`src/rtl/bfdh_pkg.sv`:
```
// Package for the double-hash bloom filter: sizes, state type, hash steps and
// controller/datapath command structs. No dependencies.
package bfdh_pkg;

	localparam int unsigned MAX_BITS_DEF   = 65536;
	localparam int unsigned MAX_PROBES_DEF = 16;
	localparam int unsigned KEY_W          = 64;
	localparam int unsigned BITCNT_W       = 17;
	localparam int unsigned PROBECNT_W     = 5;
	localparam logic [BITCNT_W-1:0]   BITCNT_RST   = 17'd65536;
	localparam logic [PROBECNT_W-1:0] PROBECNT_RST = 5'd5;
	localparam logic REG_BIT_COUNT   = 1'b0;
	localparam logic REG_PROBE_COUNT = 1'b1;
	localparam logic ACT_INSERT = 1'b0;

	typedef enum logic [2:0] {
		ST_CLEAR,
		ST_IDLE,
		ST_HASH,
		ST_REDUCE,
		ST_PROBE,
		ST_WAIT,
		ST_RESULT
	} state_t;

	typedef struct packed {
		logic clr_step;
		logic load;
		logic hash_step;
		logic red_step;
		logic probe_rd;
		logic probe_next;
		logic probe_wr;
	} cmd_t;

	typedef struct packed {
		logic clr_done;
		logic hash_done;
		logic red_done;
		logic probes_done;
		logic bit_set;
		logic is_insert;
	} sts_t;

	// one mixing step per cycle, steps 0 to 6
	function automatic logic [63:0] mix_a_step(input logic [63:0] v, input logic [2:0] s);
		case (s)
			3'd0: return (~v) + (v << 21);
			3'd1: return v ^ (v >> 24);
			3'd2: return (v + (v << 3)) + (v << 8);
			3'd3: return v ^ (v >> 14);
			3'd4: return (v + (v << 2)) + (v << 4);
			3'd5: return v ^ (v >> 28);
			3'd6: return v + (v << 31);
			default: return v;
		endcase
	endfunction

	function automatic logic [63:0] mix_b_step(input logic [63:0] v, input logic [2:0] s);
		case (s)
			3'd0: return (~v) + (v << 18);
			3'd1: return v ^ (v >> 31);
			3'd2: return (v + (v << 8)) + (v << 12);
			3'd3: return v ^ (v >> 22);
			3'd4: return (v + (v << 2)) + (v << 7);
			3'd5: return v ^ (v >> 24);
			3'd6: return v + (v << 15);
			default: return v;
		endcase
	endfunction

endpackage

```
`src/rtl/bfdh_cfg.sv`:
```
// Configuration registers for bit and probe counts.
// Depends on bfdh_pkg.
module bfdh_cfg (
	input  logic                            clk,
	input  logic                            arst_n,
	input  logic                            cfg_valid,
	output logic                            cfg_ready,
	input  logic [31:0]                     cfg_index,
	input  logic [31:0]                     cfg_data,
	output logic [bfdh_pkg::BITCNT_W-1:0]   bit_count_q,
	output logic [bfdh_pkg::PROBECNT_W-1:0] probe_count_q
);
	import bfdh_pkg::*;

	assign cfg_ready = 1'b1;

	always_ff @(posedge clk or negedge arst_n) begin
		if (!arst_n) begin
			bit_count_q   <= BITCNT_RST;
			probe_count_q <= PROBECNT_RST;
		end else if (cfg_valid && cfg_index[31:1] == '0) begin
			if (cfg_index[0] == REG_BIT_COUNT) bit_count_q <= cfg_data[BITCNT_W-1:0];
			if (cfg_index[0] == REG_PROBE_COUNT) probe_count_q <= cfg_data[PROBECNT_W-1:0];
		end
	end
endmodule

```
`config.mk`:
```
export PLATFORM = sky130hd
export DESIGN_NAME = bfdh_cfg
export DESIGN_NICKNAME = d
export VERILOG_FILES = /design/src/rtl/bfdh_pkg.sv /design/src/rtl/bfdh_cfg.sv
export SDC_FILE = /design/constraint.sdc
export NUM_CORES = 1
export LEC_CHECK = 0
export ABC_AREA = 1
export BUFFER_PORTS_ARGS = -buffer_cell sky130_fd_sc_hd__buf_2
export CAP_MARGIN = 20
export CORE_ASPECT_RATIO = 2
export CORE_MARGIN = 2
export CORE_UTILIZATION = 44
export CTS_BUF_LIST = sky130_fd_sc_hd__clkbuf_4 sky130_fd_sc_hd__clkbuf_8
export DETAILED_ROUTE_END_ITERATION = 12
export PLACE_DENSITY_LB_ADDON = 0.3
export SYNTH_ARGS = -nofsm -noshare
export SYNTH_HDL_FRONTEND = slang
export SYNTH_SLANG_ARGS = --single-unit
export TNS_END_PERCENT = 20
```
`constraint.sdc`:
```
create_clock -name clk -period 1.8 [get_ports clk]
set_input_delay 0.36 -clock clk [delete_from_list [all_inputs] [get_ports clk]]
set_output_delay 0.36 -clock clk [all_outputs]
set_load 0.05 [all_outputs]
```
## Word-level counts from Yosys, hierarchy flattened

Index checks and enable logic that the tools add are counted.

- Bits in registers: 22
- Logic and storage cells: 7

- Reductions and logical operators: 4
- Bitwise gates (word level): 1

Operators with widths:

| kind | count |
|---|---|
| $logic_not 31->1 | 1 |
| $reduce_and 2->1 | 2 |
| $logic_and 1x1->1 | 1 |
| $not 1->1 | 1 |

## Logic depth before layout (Yosys ltp)

- Depth after elaboration: 3
- Mapped depth: 9
- Mapped depth without buffers: 8

## Worst setup path after synthesis

Ideal clock, no wire load.

- Kind: input to register
- Start point: in cfg_index[12]
- End point: reg bit_count_q[10] in the netlist's numbering
- Slack: 0.585 ns
- Buffers on the path: 1
- Data arrival time: 1.096 ns
- Required time: 1.681 ns
- Stages on the path: 7
- Cell sequence: nor2_1 > nand4_1 > nor2_4 > nand3_4 > buf_6 > nand2_1 > nand2_1

- Cells in the longest elaborated chain, start to end: 3

Ends and longest elaborated chain:

| item | line | source |
|---|---|---|
| start, declared | bfdh_cfg.sv:8 | `input logic [31:0] cfg_index,` |
| $logic_not 31->1 | bfdh_cfg.sv:21 | `end else if (cfg_valid && cfg_index[31:1] == '0) begin` |
| $logic_and 1x1->1 | bfdh_cfg.sv:21 |  |
| $reduce_and 2->1 (no source line) | -- |  |
| end signal, assigned | bfdh_cfg.sv:22 | `if (cfg_index[0] == REG_BIT_COUNT) bit_count_q <= cfg_data[BITCNT_W-1:0];` |
| end, declared | bfdh_cfg.sv:10 | `output logic [bfdh_pkg::BITCNT_W-1:0] bit_count_q,` |

No other way between the ends.
A chain may end at the register's enable or synchronous reset.

## Worst setup path in the final report

- Start point: reg probe_count_q[2] in the netlist's numbering
- End point: out probe_count_q[2] in the netlist's numbering

RTL lines:

| item | line | source |
|---|---|---|
| start, declared | bfdh_cfg.sv:11 | `output logic [bfdh_pkg::PROBECNT_W-1:0] probe_count_q` |
| start signal, assigned | bfdh_cfg.sv:23 | `if (cfg_index[0] == REG_PROBE_COUNT) probe_count_q <= cfg_data[PROBECNT_W-1:0];` |

No word-level cell between the ends.

==> summary.txt <==
Outcome
  – Outcome: finished clean

Final layout
  – Multi-input logic area: 492 um2
  – Utilization after layout: approximately 61%
  – FF/Latch Area: 554 um2
  – Nets: 297
  – Layout overhead on the synthesized area: 35.0%
  – Share of cells above drive strength 1: 37.1%
  – Fillers: 261
  – Ant. Diodes: 0

Logic synthesis
  – Synth Register Bits: 22
  – Post-synth ARST share: 100%
  – Synthesis warning total: 0
  – Syn Area/Cell: 7.34 um2
  – Dominant synthesized flop cell: dfrtp_1
  – Number of flops mapped to enable cells by yosys: 0
  – Sequential share of the synthesized area: 48.1%
  – Post-Synthesis Cell Area: 1150 um2
  – Synth Net Count: approximately 220
  – Synth cell count leaders: nand2_1 (62), nand3_1 (24), nor2_1 (22)
  – Area contributors post-synth: dfrtp_1 (41%), nand2_1 (20%), nand3_1 (10%)
  – Yosys top cell area share: about two fifths
  – Yosys cell types: 15
  – Mapped Cells: 157
  – Top-count cell post-synth: nand2_1
  – Leading area contributor after synthesis: dfrtp_1

Job
  – Maxcap violations: 0

Global route
  – Total track usage: 18.8%
  – First-pass GRT wire length: 4280 um
  – Vias in the first global route: between 1000 and 1500
  – Initial antenna violation count: 0
  – Total global routing overflow: 0
  – Largest net degree at the start of global routing: 23

Route
  – WL/cell: 10.6 um
  – Antenna viol nets, final: 0
  – Post-Route WL: 2720 um
  – DR vias/cell: 4.61
  – Total number of vias: 1186
  – DR pass1 iterations: 4
  – # DRC: 0
  – Iter 0 DRT Violations: 18

Clocking
  – Cts repair resizes: 0
  – H-tree depth: 1
  – Clock slew seen by the registers of the worst setup and hold paths: approximately 0.07 ns
  – Cts hold-fix bufs: 0
  – Clock Sink Count: 22
  – Post-CTS Setup Bufs: 0
  – Inserted Clock Buffers: 3
  – CTS tree: done
  – CTS root buffer: clkbuf_8
  – Later-pin clock latency in the skew report: roughly 0.25 ns
  – Clock buffer depth: 2

Placement
  – Port bufs: 73
  – Hpwl dp: 2240 um
  – Gpl congestion: 0.737

Worst setup path
  – Worst path slowest cell: dfstp_2
  – CP bufs+invs: 1
  – Critical Path Fanout Max: 2
  – Data arrival time of the critical path: ~1.1 ns
  – CP Cell Sequence: buf_2
  – Delay-heaviest family, CP: flip-flops
  – Worst Path Required: 1.44 ns
  – CP Launch Type: register
  – Crit end category: primary output
  – Kind of critical path: reg -> out
  – Max incr delay on CP: 0.54 ns

Worst hold path
  – Worst Hold Class: in -> async

Timing
  – Final setup fails: 0
  – Max-slew violation count: 0
  – RSZ-0062 raised after global routing: no
  – Worst Skew: 0 ns
  – Post-layout min period: 1.41 ns
  – Fmax: 711 MHz
  – Fin. Hold Viols: 0
  – Fin Hold WS: 0.0519 ns
  – Final critical-path share of the clock period: 78.1%
  – Setup TNS: 0 ns

Floorplanning
  – Die width: 40.2 um
  – Starting Density: a little under half
  – IO Count: 90
  – Die Area: 3070 um2
  – Num rows: 26
  – Core area: 2540 um2
  – Die height: 76.4 um

Power and ir drop
  – Leakage Power: 0.985 nW
  – PD cells: 587 nW/um2
  – Worst IR Drop VDD: 339 uV
-- sequential cells by signal (all words and copies together), names as in the netlist --
register	flops
bit_count_q	17
probe_count_q	5
-- path summary, 6_finish.rpt --
kind / startpoint / endpoint / slack, ns / cells after the start
max: probe_count_q[2]$_DFFE_PN1P_ / probe_count_q[2] / 0.39 / 1
min: arst_n / bit_count_q[2]$_DFFE_PN0P_ / 0.05 / 1
max reg2reg: probe_count_q[0]$_DFFE_PN1P_ / probe_count_q[0]$_DFFE_PN1P_ / 1.09 / 2
min reg2reg: bit_count_q[2]$_DFFE_PN0P_ / bit_count_q[2]$_DFFE_PN0P_ / 0.47 / 2
max in group asynchronous: arst_n / bit_count_q[16]$_DFFE_PN1P_ / 1.39 / 1
min in group clk: cfg_data[2] / probe_count_q[2]$_DFFE_PN1P_ / 0.33 / 3
-- where the power goes --
part           internal (W)      switching, W  total (W)
sequential         0.000494  0.00000000000238   0.000494
clock              0.000172          0.000144   0.000317
combinational     0.0000481         0.0000545   0.000103
-- area by class of cell --
class                   instances  area share, %
multi-input cells             114           31.6
inverters                      16           3.86
clock buffers                   4           3.14
repair buffers                 73           23.5
flip-flops and latches         22           35.6
well taps                      28           2.25
-- routing by layer --
metal | up-vias | global-route usage (%) | routed length (um)
li1 | 622 | - | -
met1 | 508 | 18.7 | 986
met2 | 54 | 36.0 | 1540
met3 | 2 | 1.46 | 172
met4 | 0 | 6.00 | 21
met5 | - | 0 | 0
-- logic make-up after synthesis --
kind of cell / synth area share (%)
other cells: 0.325
simple gates: 42.3
flops: 48.1
buf+inv: 9.23
-- cells in the final DEF, fill, tap and decap left out --
cell type	n
buf_2	73
clkbuf_4	1
clkbuf_8	3
conb_1	1
dfrtp_1	19
dfstp_2	3
inv_1	15
inv_2	1
nand2_1	62
nand3_1	24
nand3_4	1
nand4_1	1
nor2_1	22
nor2_2	1
nor2_4	2
-- through the flow --
stage	std cells	total power, W	setup WS (ns)	area, um2
global placement	253	0.000606	0.260	1510
detailed placement	253	0.000607	0.244	1510
global route	257	0.000958	0.342	1560
finish	257	0.000913	0.394	1560
floorplan	157	0.000537	0.585	1150
CTS	257	0.000925	0.386	1560
(Power assumes the default switching activity.)
