===== src/rtl/bfdh_pkg.sv =====
// Package for the double-hash bloom filter: sizes, state type, hash steps and
// controller/datapath command structs. No dependencies.
package bfdh_pkg;

	localparam int unsigned MAX_BITS_DEF   = 65536;
	localparam int unsigned MAX_PROBES_DEF = 16;
	localparam int unsigned KEY_W          = 64;
	localparam int unsigned BITCNT_W       = 17;
	localparam int unsigned PROBECNT_W     = 5;
	localparam logic [BITCNT_W-1:0]   BITCNT_RST   = 17'd65536;
	localparam logic [PROBECNT_W-1:0] PROBECNT_RST = 5'd5;
	localparam logic REG_BIT_COUNT   = 1'b0;
	localparam logic REG_PROBE_COUNT = 1'b1;
	localparam logic ACT_INSERT = 1'b0;

	typedef enum logic [2:0] {
		ST_CLEAR,
		ST_IDLE,
		ST_HASH,
		ST_REDUCE,
		ST_PROBE,
		ST_WAIT,
		ST_RESULT
	} state_t;

	typedef struct packed {
		logic clr_step;
		logic load;
		logic hash_step;
		logic red_step;
		logic probe_rd;
		logic probe_next;
		logic probe_wr;
	} cmd_t;

	typedef struct packed {
		logic clr_done;
		logic hash_done;
		logic red_done;
		logic probes_done;
		logic bit_set;
		logic is_insert;
	} sts_t;

	// one mixing step per cycle, steps 0 to 6
	function automatic logic [63:0] mix_a_step(input logic [63:0] v, input logic [2:0] s);
		case (s)
			3'd0: return (~v) + (v << 21);
			3'd1: return v ^ (v >> 24);
			3'd2: return (v + (v << 3)) + (v << 8);
			3'd3: return v ^ (v >> 14);
			3'd4: return (v + (v << 2)) + (v << 4);
			3'd5: return v ^ (v >> 28);
			3'd6: return v + (v << 31);
			default: return v;
		endcase
	endfunction

	function automatic logic [63:0] mix_b_step(input logic [63:0] v, input logic [2:0] s);
		case (s)
			3'd0: return (~v) + (v << 18);
			3'd1: return v ^ (v >> 31);
			3'd2: return (v + (v << 8)) + (v << 12);
			3'd3: return v ^ (v >> 22);
			3'd4: return (v + (v << 2)) + (v << 7);
			3'd5: return v ^ (v >> 24);
			3'd6: return v + (v << 15);
			default: return v;
		endcase
	endfunction

endpackage


===== src/rtl/bfdh_ctrl.sv =====
// Controller state machine for the bloom filter.
// Depends on bfdh_pkg.
module bfdh_ctrl (
	input  logic           clk,
	input  logic           arst_n,
	input  logic           in_valid,
	output logic           in_stall,
	output logic           out_valid,
	input  logic           out_stall,
	input  bfdh_pkg::sts_t sts,
	output bfdh_pkg::cmd_t cmd,
	output logic           idle
);
	import bfdh_pkg::*;

	state_t state_q, state_d;

	always_ff @(posedge clk or negedge arst_n) begin
		if (!arst_n) state_q <= ST_CLEAR;
		else         state_q <= state_d;
	end

	always_comb begin
		state_d   = state_q;
		cmd       = '0;
		in_stall  = 1'b1;
		out_valid = 1'b0;
		idle      = 1'b0;
		case (state_q)
			ST_CLEAR: begin
				cmd.clr_step = 1'b1;
				if (sts.clr_done) state_d = ST_IDLE;
			end
			ST_IDLE: begin
				in_stall = 1'b0;
				idle     = 1'b1;
				if (in_valid) begin
					cmd.load = 1'b1;
					state_d  = ST_HASH;
				end
			end
			ST_HASH: begin
				cmd.hash_step = 1'b1;
				if (sts.hash_done) state_d = ST_REDUCE;
			end
			ST_REDUCE: begin
				cmd.red_step = 1'b1;
				if (sts.red_done) state_d = ST_PROBE;
			end
			ST_PROBE: begin
				if (sts.probes_done) begin
					state_d = sts.is_insert ? ST_IDLE : ST_RESULT;
				end else begin
					cmd.probe_rd = 1'b1;
					state_d      = ST_WAIT;
				end
			end
			ST_WAIT: begin
				// read data of the byte is registered now
				if (sts.is_insert) begin
					cmd.probe_wr   = 1'b1;
					cmd.probe_next = 1'b1;
					state_d        = ST_PROBE;
				end else if (!sts.bit_set) begin
					state_d = ST_RESULT;
				end else begin
					cmd.probe_next = 1'b1;
					state_d        = ST_PROBE;
				end
			end
			ST_RESULT: begin
				out_valid = 1'b1;
				if (!out_stall) state_d = ST_IDLE;
			end
			default: state_d = ST_CLEAR;
		endcase
	end
endmodule


===== config.mk =====
export PLATFORM = sky130hd
export DESIGN_NAME = bfdh_ctrl
export DESIGN_NICKNAME = d
export VERILOG_FILES = /design/src/rtl/bfdh_pkg.sv /design/src/rtl/bfdh_ctrl.sv
export SDC_FILE = /design/constraint.sdc
export NUM_CORES = 1
export LEC_CHECK = 0
export BUFFER_PORTS_ARGS = -buffer_cell sky130_fd_sc_hd__buf_2
export CELL_PAD_IN_SITES_DETAIL_PLACEMENT = 1
export CELL_PAD_IN_SITES_GLOBAL_PLACEMENT = 1
export CORE_UTILIZATION = 24
export CTS_BUF_LIST = sky130_fd_sc_hd__clkbuf_16
export DETAILED_ROUTE_END_ITERATION = 7
export HOLD_SLACK_MARGIN = 0.02
export PLACE_DENSITY = 0.69
export SKIP_LAST_GASP = 1
export SLEW_MARGIN = 15
export SYNTH_ARGS = -nofsm -noshare
export SYNTH_HDL_FRONTEND = slang
export SYNTH_SLANG_ARGS = --single-unit

===== constraint.sdc =====
create_clock -name clk -period 1.2 [get_ports clk]
set_input_delay 0 -clock clk [delete_from_list [all_inputs] [get_ports clk]]
set_output_delay 0 -clock clk [all_outputs]
set_load 0.02 [all_outputs]

# Word level (Yosys, flattened, before mapping)
# Cells that the tools add are included.
[op_classes]
eq_ne = 11
n_mux = 24
n_reduce_logical = 2
[op_table]
columns = ["cell", "count"]
rows = [
  ["$mux W3", 7],
  ["$pmux W3 S7", 1],
  ["$mux W1", 13],
  ["$ne A2 B2 Y1 const B", 5],
  ["$eq A3 B3 Y1 const B", 3],
  ["$eq A3 B2 Y1 const B", 2],
  ["$mux W2", 3],
  ["$reduce_and A5 Y1", 1],
  ["$eq A3 B1 Y1 const B", 1],
  ["$logic_not A3 Y1", 1],
]
[word_totals]
ff_bits = 3
inputBits = 10
out_inout_bits = 10
elab_cells = 38

# Logic depth before layout (Yosys ltp)
# Gate-level depths: netlist (run 1).
[depth]
depth_word = 3
ltp_mapped = 4
ltp_nobuf = 3

# Least setup slack after synthesis (run 1)
# Ideal clock, no wire load.
[synth_timing]
path_type = "register -> output"
from = "register state_q[1]"
to = "output cmd[2] in the netlist's numbering"
t_arrival_ps = 1369
required_ps = 1200
path_slack_ps = -169
path_stages_with_launch = 3
path_buffers = 1
path_cell_list = "dfrtp_1 buf_2 nor4b_1"
[synth_rtl]
columns = ["element", "line", "source"]
rows = [
  ["from (decl)", "bfdh_ctrl.sv:16", "state_t state_q, state_d;"],
  ["from (signal assigned)", "bfdh_ctrl.sv:20", "else state_q <= state_d;"],
  ["to (decl)", "bfdh_ctrl.sv:11", "output bfdh_pkg::cmd_t cmd,"],
]

# Worst setup path after layout (run 1)
[layout_timing]
from = "register state_q[0]"
to = "register state_q[1]"
[layout_between]
elab_chain_len = 3
word_cells_on_any_way = 14
classes_between = "eq/ne (11); mux (1); reduce/logical (2)"
[layout_lines]
columns = ["element", "line", "source"]
rows = [
  ["$eq A3 B2 Y1, or another cell as far along", "bfdh_ctrl.sv:29", "case (state_q)"],
  ["$ne A2 B2 Y1 (no source line)", "n/a", ""],
  ["$reduce_and A5 Y1 (no source line)", "n/a", ""],
]
# Parallel ways exist; a longest one is shown, timed or not.
# A chain may end at the register's enable or synchronous reset.

==> results of run 1 <==
==> per-layer routing <==
layer	global-route usage, %	wire length [µm]	vias to the layer above
met3	3.98	50	2
li1	-	-	227
met5	0	0	-
met2	42.2	800	11
met4	10.3	10	0
met1	24.8	615	220
==> critical path: stages, from the launching register on <==
cell and delay (ps):
dfrtp_1 420, mux2_1 380, o31ai_2 220, o21ai_1 90
==> final cells by class <==
class,instances,area (µm²)
clock buffer,3,75.1
clock inverter,1,3.75
fill,158,556
inverter,2,7.51
multi-input combinational,33,307
sequential,3,77.6
tap,15,18.8
timing repair buffer,34,273
==> power breakdown <==
group	internal [mW]	switching, mW
logic	0.832	0.743
registers	0.164	0.0868
clock network	0.430	0.0919
==> cell usage in the layout, fill, tap and decap left out, drive strengths merged, types with 2 or more instances in the layout <==
cell and n:
clkbuf 3, nor2 2, o21ai 7, and3b 4, nor4bb 2, buf 33
and2 2, inv 3, a211oi 3, dfrtp 3, nor2b 2
==> stage by stage <==
stage | hold WS (ps) | setup slack [ps]
floorplan | -296 | 21.6
global placement | -200 | -62.9
detailed placement | -198 | -24.3
CTS | 107 | -58.2
global route | 134 | -114
finish | 126 | -49.8
==> cells by family after synthesis <==
logic type             count (synthesis)  share of synthesized area (%)
multiplexers                           1                           3.30
AO/OA/AOI/OAI                         14                           27.1
AND/OR/NAND/NOR                       18                           37.7
flip-flops                             3                           22.0
buffers and inverters                  6                           9.89
==> what timing repair did <==
action                                  CTS  global route
resized for setup                        18            20
hold buffers                              1             0
pin swaps                                 4             0
gates cloned                              1             0
setup buffers                             6             0
hold endpoints to repair                  3             0
endpoints found under the setup margin   10            13
==> path summary, 6_finish.rpt <==
| check | start | to | cells after the start |
|---|---|---|---|
| max | state_q[0] | state_q[1] | 3 |
| min | arst_n | state_q[1] | 2 |
| max reg2reg | state_q[0] | state_q[1] | 3 |
| min reg2reg | state_q[1] | state_q[2] | 2 |
| max in group asynchronous | arst_n | state_q[2] | 2 |
| min in group clk | sts[3] | state_q[1] | 4 |
==> results.yml, run 1 <==
flow_run:
  drv_cap: 0
floorplan:
  dieArea_um2: 1580
  io-pin-count: 20
  core_um2: 1320
  dieWidth_um: 39.7
  rows: 13
  initial_utilization_pct: 25.9
  fp.dieH_um: 39.7
global_routing:
  grt_pass1_wl_um: 2310
  grt_pass1_vias: 485
  grt-ovfl-total: 0
  grt_max_degree: 11
  antenna_found_initial: 0
  gr-usage-all-layers_pct: 23.0
place:
  port_buffers: 19
  dpl_cell_area_um2: 488
  place_hpwl_um: 759
  gp_congestion: 0.802
  place_inst: 79
timing:
  slew_headroom_pct: 78.8
  grt_setup_unrepaired: "yes"
  clock_skew_ps: 2.43
  hold_viol_final: 0
  maxSlewViolCount: 0
  fmax_ghz: 0.800
  period_minus_slack_ps: 1250
  setup_viol: 8
  worst_pin_slew_ps: 316
  final.setup.tns_ps: -245
  worst_slack_ps: -49.8
  post-route-period-util_pct: 104
cells_and_area:
  drive_gt1_share_pct: 65.8
  n_antenna_cell: 0
  area_delta_synth_final_pct: 123
  largest_reg_flops: 3
  finalNetCount: 87
  top_register: "state_q"
  fin_cells: 91
  fin_util_pct: 57.8
  design_area_um2: 762
  reg_top3: "state_q: 3 flops"
yosys:
  yosys-top-cells-count: "o21ai_0 (6), and3b_1 (4), a211oi_1 (3), buf_2 (3), dfrtp_1 (3)"
  ys_types: 24
  ys.flop_type: "dfrtp_1"
  synthTopCellsByArea: "dfrtp_1 (22%), and3b_1 (10%), o21ai_0 (8.8%), a211oi_1 (6.6%), nor4bb_1 (5.9%)"
  syn_area_per_cell_um2: 8.13
  async_reset_ff_share_pct: 100
  syn_area_um2: 342
  yosysWarnings: 0
  syn-num-nets: 52
  yosys.area.top_type: "dfrtp_1"
  ys_ff_latch: 3
  yosysMostFrequentCell: "o21ai_0"
  synthCells: 42
  synth.yosys.seq_area_share_pct: 22.0
  synth_top_area_share_pct: 22.0
  synth_edf_count: 0
clock_network:
  clkLatencyLatePin_ps: 220
  cts.sinks: 3
  path_clk_slew_ps: 30
  clockBufferDepth: 2
  cts_tree: "yes"
  htreeDepth: 1
  cts_root_buf: "clkbuf_16"
  cts_made_buffers: 3
routing:
  vias: 460
  drc: 0
  wirelength_um: 1480
  drt_iter0_drc: 5
  vias_per_cell: 5.05
  wl_per_cell_um: 16.2
  first_pass_iters: 3
  postRouteAntennaNets: 0
power:
  leakage_nw: 0.372
  vdd_drop_max_v: 0.00163
  power.density_nw_per_um2: 3080
  p_total_mw: 2.35
worst_setup_path:
  cp-end-kind: "flip-flop"
  start_kind: "flip-flop"
  criticalPathCategory: "flip-flop to flip-flop"
  worst-endpoint-arrival_ps: 1340
  critical_path_peak_fanout: 4
  rrSetupSlack_ps: -50
  cp.required_ps: 1290
status:
  status: "complete, but fails checks"
  violations: "negative setup slack"
worst_hold_path:
  worst_hold_path_type: "input port to async pin"
No activity file was read; power rests on OpenSTA's default activity.
==> run 2, diff against run 1 <==
PLACE_DENSITY = default   (was 0.69)
PLACE_DENSITY_LB_ADDON = 0.1   (was default)
SKIP_LAST_GASP = default   (was 1)
==> run 2 against run 1 <==
Effect of this change:
- the run still ends with negative setup slack left
- non-clock buffer count decreased by 2
- power shrank 5.5%
- critical path depth increased by 1
- final area shrank 5.3%
- maximum frequency fell by 2.2%
==> results.yml, run 2 (synthesis gave the netlist of run 1 again) <==
status:
  status: "complete, but fails checks"
  violations: "negative setup slack"
cells_and_area:
  drive_gt1_share_pct: 63.5
  area_delta_synth_final_pct: 111
  n_antenna_cell: 0
  largest_reg_flops: 3
  reg_top3: "state_q: 3 flops"
  finalNetCount: 85
  layout_common_cells: "buf_2 (12), buf_4 (11), buf_6 (8), and3b_1 (4), o21ai_0 (4)"
  top_register: "state_q"
  layout_commonest_cell: "buf_2"
floorplan:
  dieWidth_um: 39.7
  fp.dieH_um: 39.7
  dieArea_um2: 1580
  rows: 13
  io-pin-count: 20
  initial_utilization_pct: 25.9
  core_um2: 1320
worst_setup_path:
  criticalPathCategory: "flip-flop to output pin"
  cp_slowest_cell: "dfrtp_2"
  critical_path_peak_fanout: 8
  cp_slowest_stage_delay_ps: 450
  cp-end-kind: "output pin"
  path_cells: "buf_6, and2b_1, and2_4, buf_6"
  path_buf_inv: 2
  rr_worst_depth: 5
  rrSetupSlack_ps: -10
  r2r-start: "state_q[2]"
  worst-endpoint-arrival_ps: 1280
  cp_top_family: "flip-flops"
  crit_top_cell: "buf_6"
  start_kind: "flip-flop"
  cp.required_ps: 1200
  r2r-end: "state_q[0]"
global_routing:
  use_met1_pct: 23.2
  grt_max_degree: 11
  gr-usage-all-layers_pct: 21.7
  busiest_layer: "met2"
  gr-usage-met2_pct: 38.5
  grtUsageMet3_pct: 5.68
  grt_pass1_wl_um: 2150
  grt-ovfl-total: 0
  grt_pass1_vias: 470
  antenna_found_initial: 0
timing:
  worst_slack_ps: -78.5
  hold_viol_final: 0
  period_minus_slack_ps: 1280
  grt_setup_unrepaired: "yes"
  maxSlewViolCount: 0
  worst_pin_slew_ps: 301
  post-route-period-util_pct: 107
  fmax_ghz: 0.782
  slew_headroom_pct: 79.7
  clock_skew_ps: 6.38
  setup_viol: 9
flow_run:
  drv_cap: 0
clock_network:
  path_clk_slew_ps: 40
  clockBufferDepth: 2
  htreeDepth: 1
  cts_root_buf: "clkbuf_16"
  clkLatencyLatePin_ps: 230
  cts_tree: "yes"
  cts_made_buffers: 3
  cts.sinks: 3
power:
  vdd_drop_max_v: 0.00133
  power.density_nw_per_um2: 3070
  leakage_nw: 0.354
  p_total_mw: 2.22
routing:
  postRouteAntennaNets: 0
  vias: 467
  drc: 0
  wirelength_um: 1400
  vias_per_cell: 5.25
  wl_per_cell_um: 15.7
  drt_iter0_drc: 5
  first_pass_iters: 2
place:
  gp_congestion: 0.707
  port_buffers: 19
  place_hpwl_um: 739
  pre_cts_slack_ps: -78.6
worst_hold_path:
  worst_hold_path_type: "input port to async pin"
## run 2: layout make-up
class	count	area [µm²]
Sequential cell	3	77.6
Clock buffer	3	75.1
Clock inverter	1	3.75
Tap cell	15	18.8
Multi-Input combinational cell	33	297
Inverter	2	7.51
Timing Repair Buffer	32	243
Fill cell	155	596
## run 2: worst reg2reg max path: cells and delay by family, from the launching register on
family / cells / cell delay [ps]
AOI/OAI and AO/OA: 2 / 300
DFF: 1 / 450
and+or+nand+nor: 1 / 100
buffers and inverters: 2 / 260
## run 2: worst max-delay path by stage
| stage | start | to | slack (ps) | cells past startpoint |
|---|---|---|---|---|
| after floorplan | state_q[2] | cmd[4] | 20 | 3 |
| after global placement | state_q[0] | state_q[1] | -100 | 3 |
| after detailed placement | state_q[0] | state_q[1] | -80 | 3 |
| after CTS | state_q[1] | cmd[5] | -70 | 5 |
| after global routing | state_q[1] | cmd[5] | -130 | 5 |
| final | state_q[2] | cmd[5] | -80 | 4 |
## run 2: power by group
group          switching [mW]  total, mW  internal [mW]  leakage, nW
logic                   0.700       1.43          0.730        0.279
clock network           0.104      0.535          0.431       0.0423
registers              0.0884      0.252          0.164       0.0337
## run 2: layer usage
layer  share of wire [%]  vias to the layer above
met5                   0                        -
met4                 1.5                        0
met3                 4.1                        2
met2                  57                       18
met1                  38                      225
li1                    -                      222
## run 2: what timing repair did
item                                    in CTS  in global routing
pin swaps                                    3                  6
setup buffers                                6                  0
endpoints found under the setup margin      12                 13
resized for setup                           22                 11
hold endpoints to repair                     3                  0
hold buffers                                 1                  0
## run 2: per-stage QoR
step | utilization [%] | hold WS [ps] | cell area (µm²) | TNS, ps | std cells
after detailed placement | 36.5 | -198 | 480 | -134 | 78
after global placement | 36.5 | -203 | 480 | -164 | 78
after floorplan | - | -296 | 348 | 0 | 42
after CTS | 51.3 | 99.3 | 676 | -212 | 89
after global routing | 54.8 | 129 | 722 | -863 | 89
final | 54.8 | 101 | 722 | -289 | 89
==> run 3, diff against run 2 <==
REMOVE_ABC_BUFFERS = 1   (was default)
==> run 3 against run 2 <==
Effect of this change:
- the run still ends with negative setup slack left
- worst hold slack better by 11 ps
- via count grew 5.4%
- core utilization grew 7.8 points
- die area stayed put
- critical path depth grew 1
- cell count grew 7.9%
- first-iteration DRC count up 20%
- maximum frequency down 1.7%
- power increased by 14%
- sequential power is essentially flat
- non-clock buffer count increased by 7
- register-to-register slack got worse by 40 ps
- highest routed layer unchanged
==> results.yml, run 3 (synthesis gave the netlist of run 1 again) <==
timing:
  slew_headroom_pct: 82.3
  setup_viol: 11
  hold_viol_final: 0
  clock_skew_ps: 0.281
  fmax_ghz: 0.769
  period_minus_slack_ps: 1300
  hold_ws_ps: 112
  worst_pin_slew_ps: 265
  grt_setup_unrepaired: "yes"
  post-route-period-util_pct: 108
  maxSlewViolCount: 0
  worst_slack_ps: -101
power:
  vdd_drop_max_v: 0.00161
  power.density_nw_per_um2: 3070
  p_total_mw: 2.53
  leakage_nw: 0.406
cells_and_area:
  largest_reg_flops: 3
  top_register: "state_q"
  layout_common_cells: "buf_6 (18), buf_2 (11), buf_4 (9), and3b_1 (4), o21ai_0 (4)"
  n_antenna_cell: 0
  reg_top3: "state_q: 3 flops"
  layout_commonest_cell: "buf_6"
  finalNetCount: 92
  area_delta_synth_final_pct: 141
  fin_util_pct: 62.6
  drive_gt1_share_pct: 65.4
  fin_cells: 96
floorplan:
  dieArea_um2: 1580
  io-pin-count: 20
  fp.dieH_um: 39.7
  rows: 13
  dieWidth_um: 39.7
  core_um2: 1320
  initial_utilization_pct: 25.9
global_routing:
  use_met1_pct: 23.3
  grtUsageMet3_pct: 7.95
  grt_max_degree: 12
  gr-usage-all-layers_pct: 21.3
  gr-usage-met2_pct: 35.2
  antenna_found_initial: 0
  grt_pass1_wl_um: 2100
  busiest_layer: "met2"
  grt-ovfl-total: 0
  grt_pass1_vias: 487
routing:
  drt_iter0_drc: 6
  postRouteAntennaNets: 0
  vias_per_cell: 5.13
  drc: 0
  first_pass_iters: 4
  vias: 492
  wirelength_um: 1470
  wl_per_cell_um: 15.3
flow_run:
  drv_cap: 0
worst_setup_path:
  cp_slowest_stage_delay_ps: 410
  cp-end-kind: "output pin"
  cp_slowest_cell: "dfrtp_1"
  critical_path_peak_fanout: 3
  r2r-start: "state_q[1]"
  path_cells: "buf_6, nor2b_4, and2b_1, and2_4, buf_6"
  criticalPathCategory: "flip-flop to output pin"
  cp-startpoint: "state_q[1]"
  worst-endpoint-arrival_ps: 1300
  start_kind: "flip-flop"
  crit_top_cell: "buf_6"
  cp.required_ps: 1200
place:
  place_inst: 84
  pre_cts_slack_ps: -18.1
  gp_congestion: 0.724
  port_buffers: 19
  place_hpwl_um: 895
clock_network:
  clkLatencyLatePin_ps: 220
  cts_root_buf: "clkbuf_16"
  cts_tree: "yes"
  clockBufferDepth: 2
  cts_made_buffers: 3
  htreeDepth: 1
  path_clk_slew_ps: 30
  cts.sinks: 3
status:
  violations: "negative setup slack"
  status: "complete, but fails checks"
worst_hold_path:
  worst_hold_path_type: "input port to async pin"
run 3: repair_timing:
item	4_1_cts	5_1_grt
resized for setup	27	17
cloned	0	1
endpoints found under the setup margin	12	13
endpoints found under the hold margin	3	0
hold buffers	1	0
pin swaps	5	4
setup buffers	5	1
run 3: worst paths after layout:
check,endpoint,slack (ps),cells past startpoint
setup / recovery,cmd[5],-100,5
hold / removal,state_q[1],110,2
setup reg to reg,state_q[0],-50,4
hold reg to reg,state_q[0],750,2
max in group asynchronous,state_q[2],960,2
min in group clk,state_q[0],170,3
run 3: layout make-up:
class / count / area, µm²
clock buffer: 3 / 75.1
multi-input combinational: 33 / 307
inverter: 2 / 7.51
sequential: 3 / 77.6
clock inverter: 1 / 3.75
fill: 163 / 493
tap: 15 / 18.8
timing repair buffer: 39 / 335
run 3: power breakdown:
group          switching, mW  internal [mW]
Sequential            0.0879          0.164
Clock                 0.0962          0.430
Combinational          0.763          0.987
run 3: routing by layer:
metal	up-vias	routed length, µm
met4	0	13
met3	2	68
met2	18	723
met1	238	664
li1	234	-
met5	-	0
run 3: stage by stage:
stage | instance area, µm² | setup TNS, ps
global route | 825 | -904
CTS | 739 | -422
finish | 825 | -504
global placement | 519 | -1.39
detailed placement | 519 | -33.6
floorplan | 315 | -258
run 3: critical path: cells and delay by family (launching register included):
kind	cells	cell delay (ps)
buf+inv	2	260
flops	1	410
simple gates	3	410
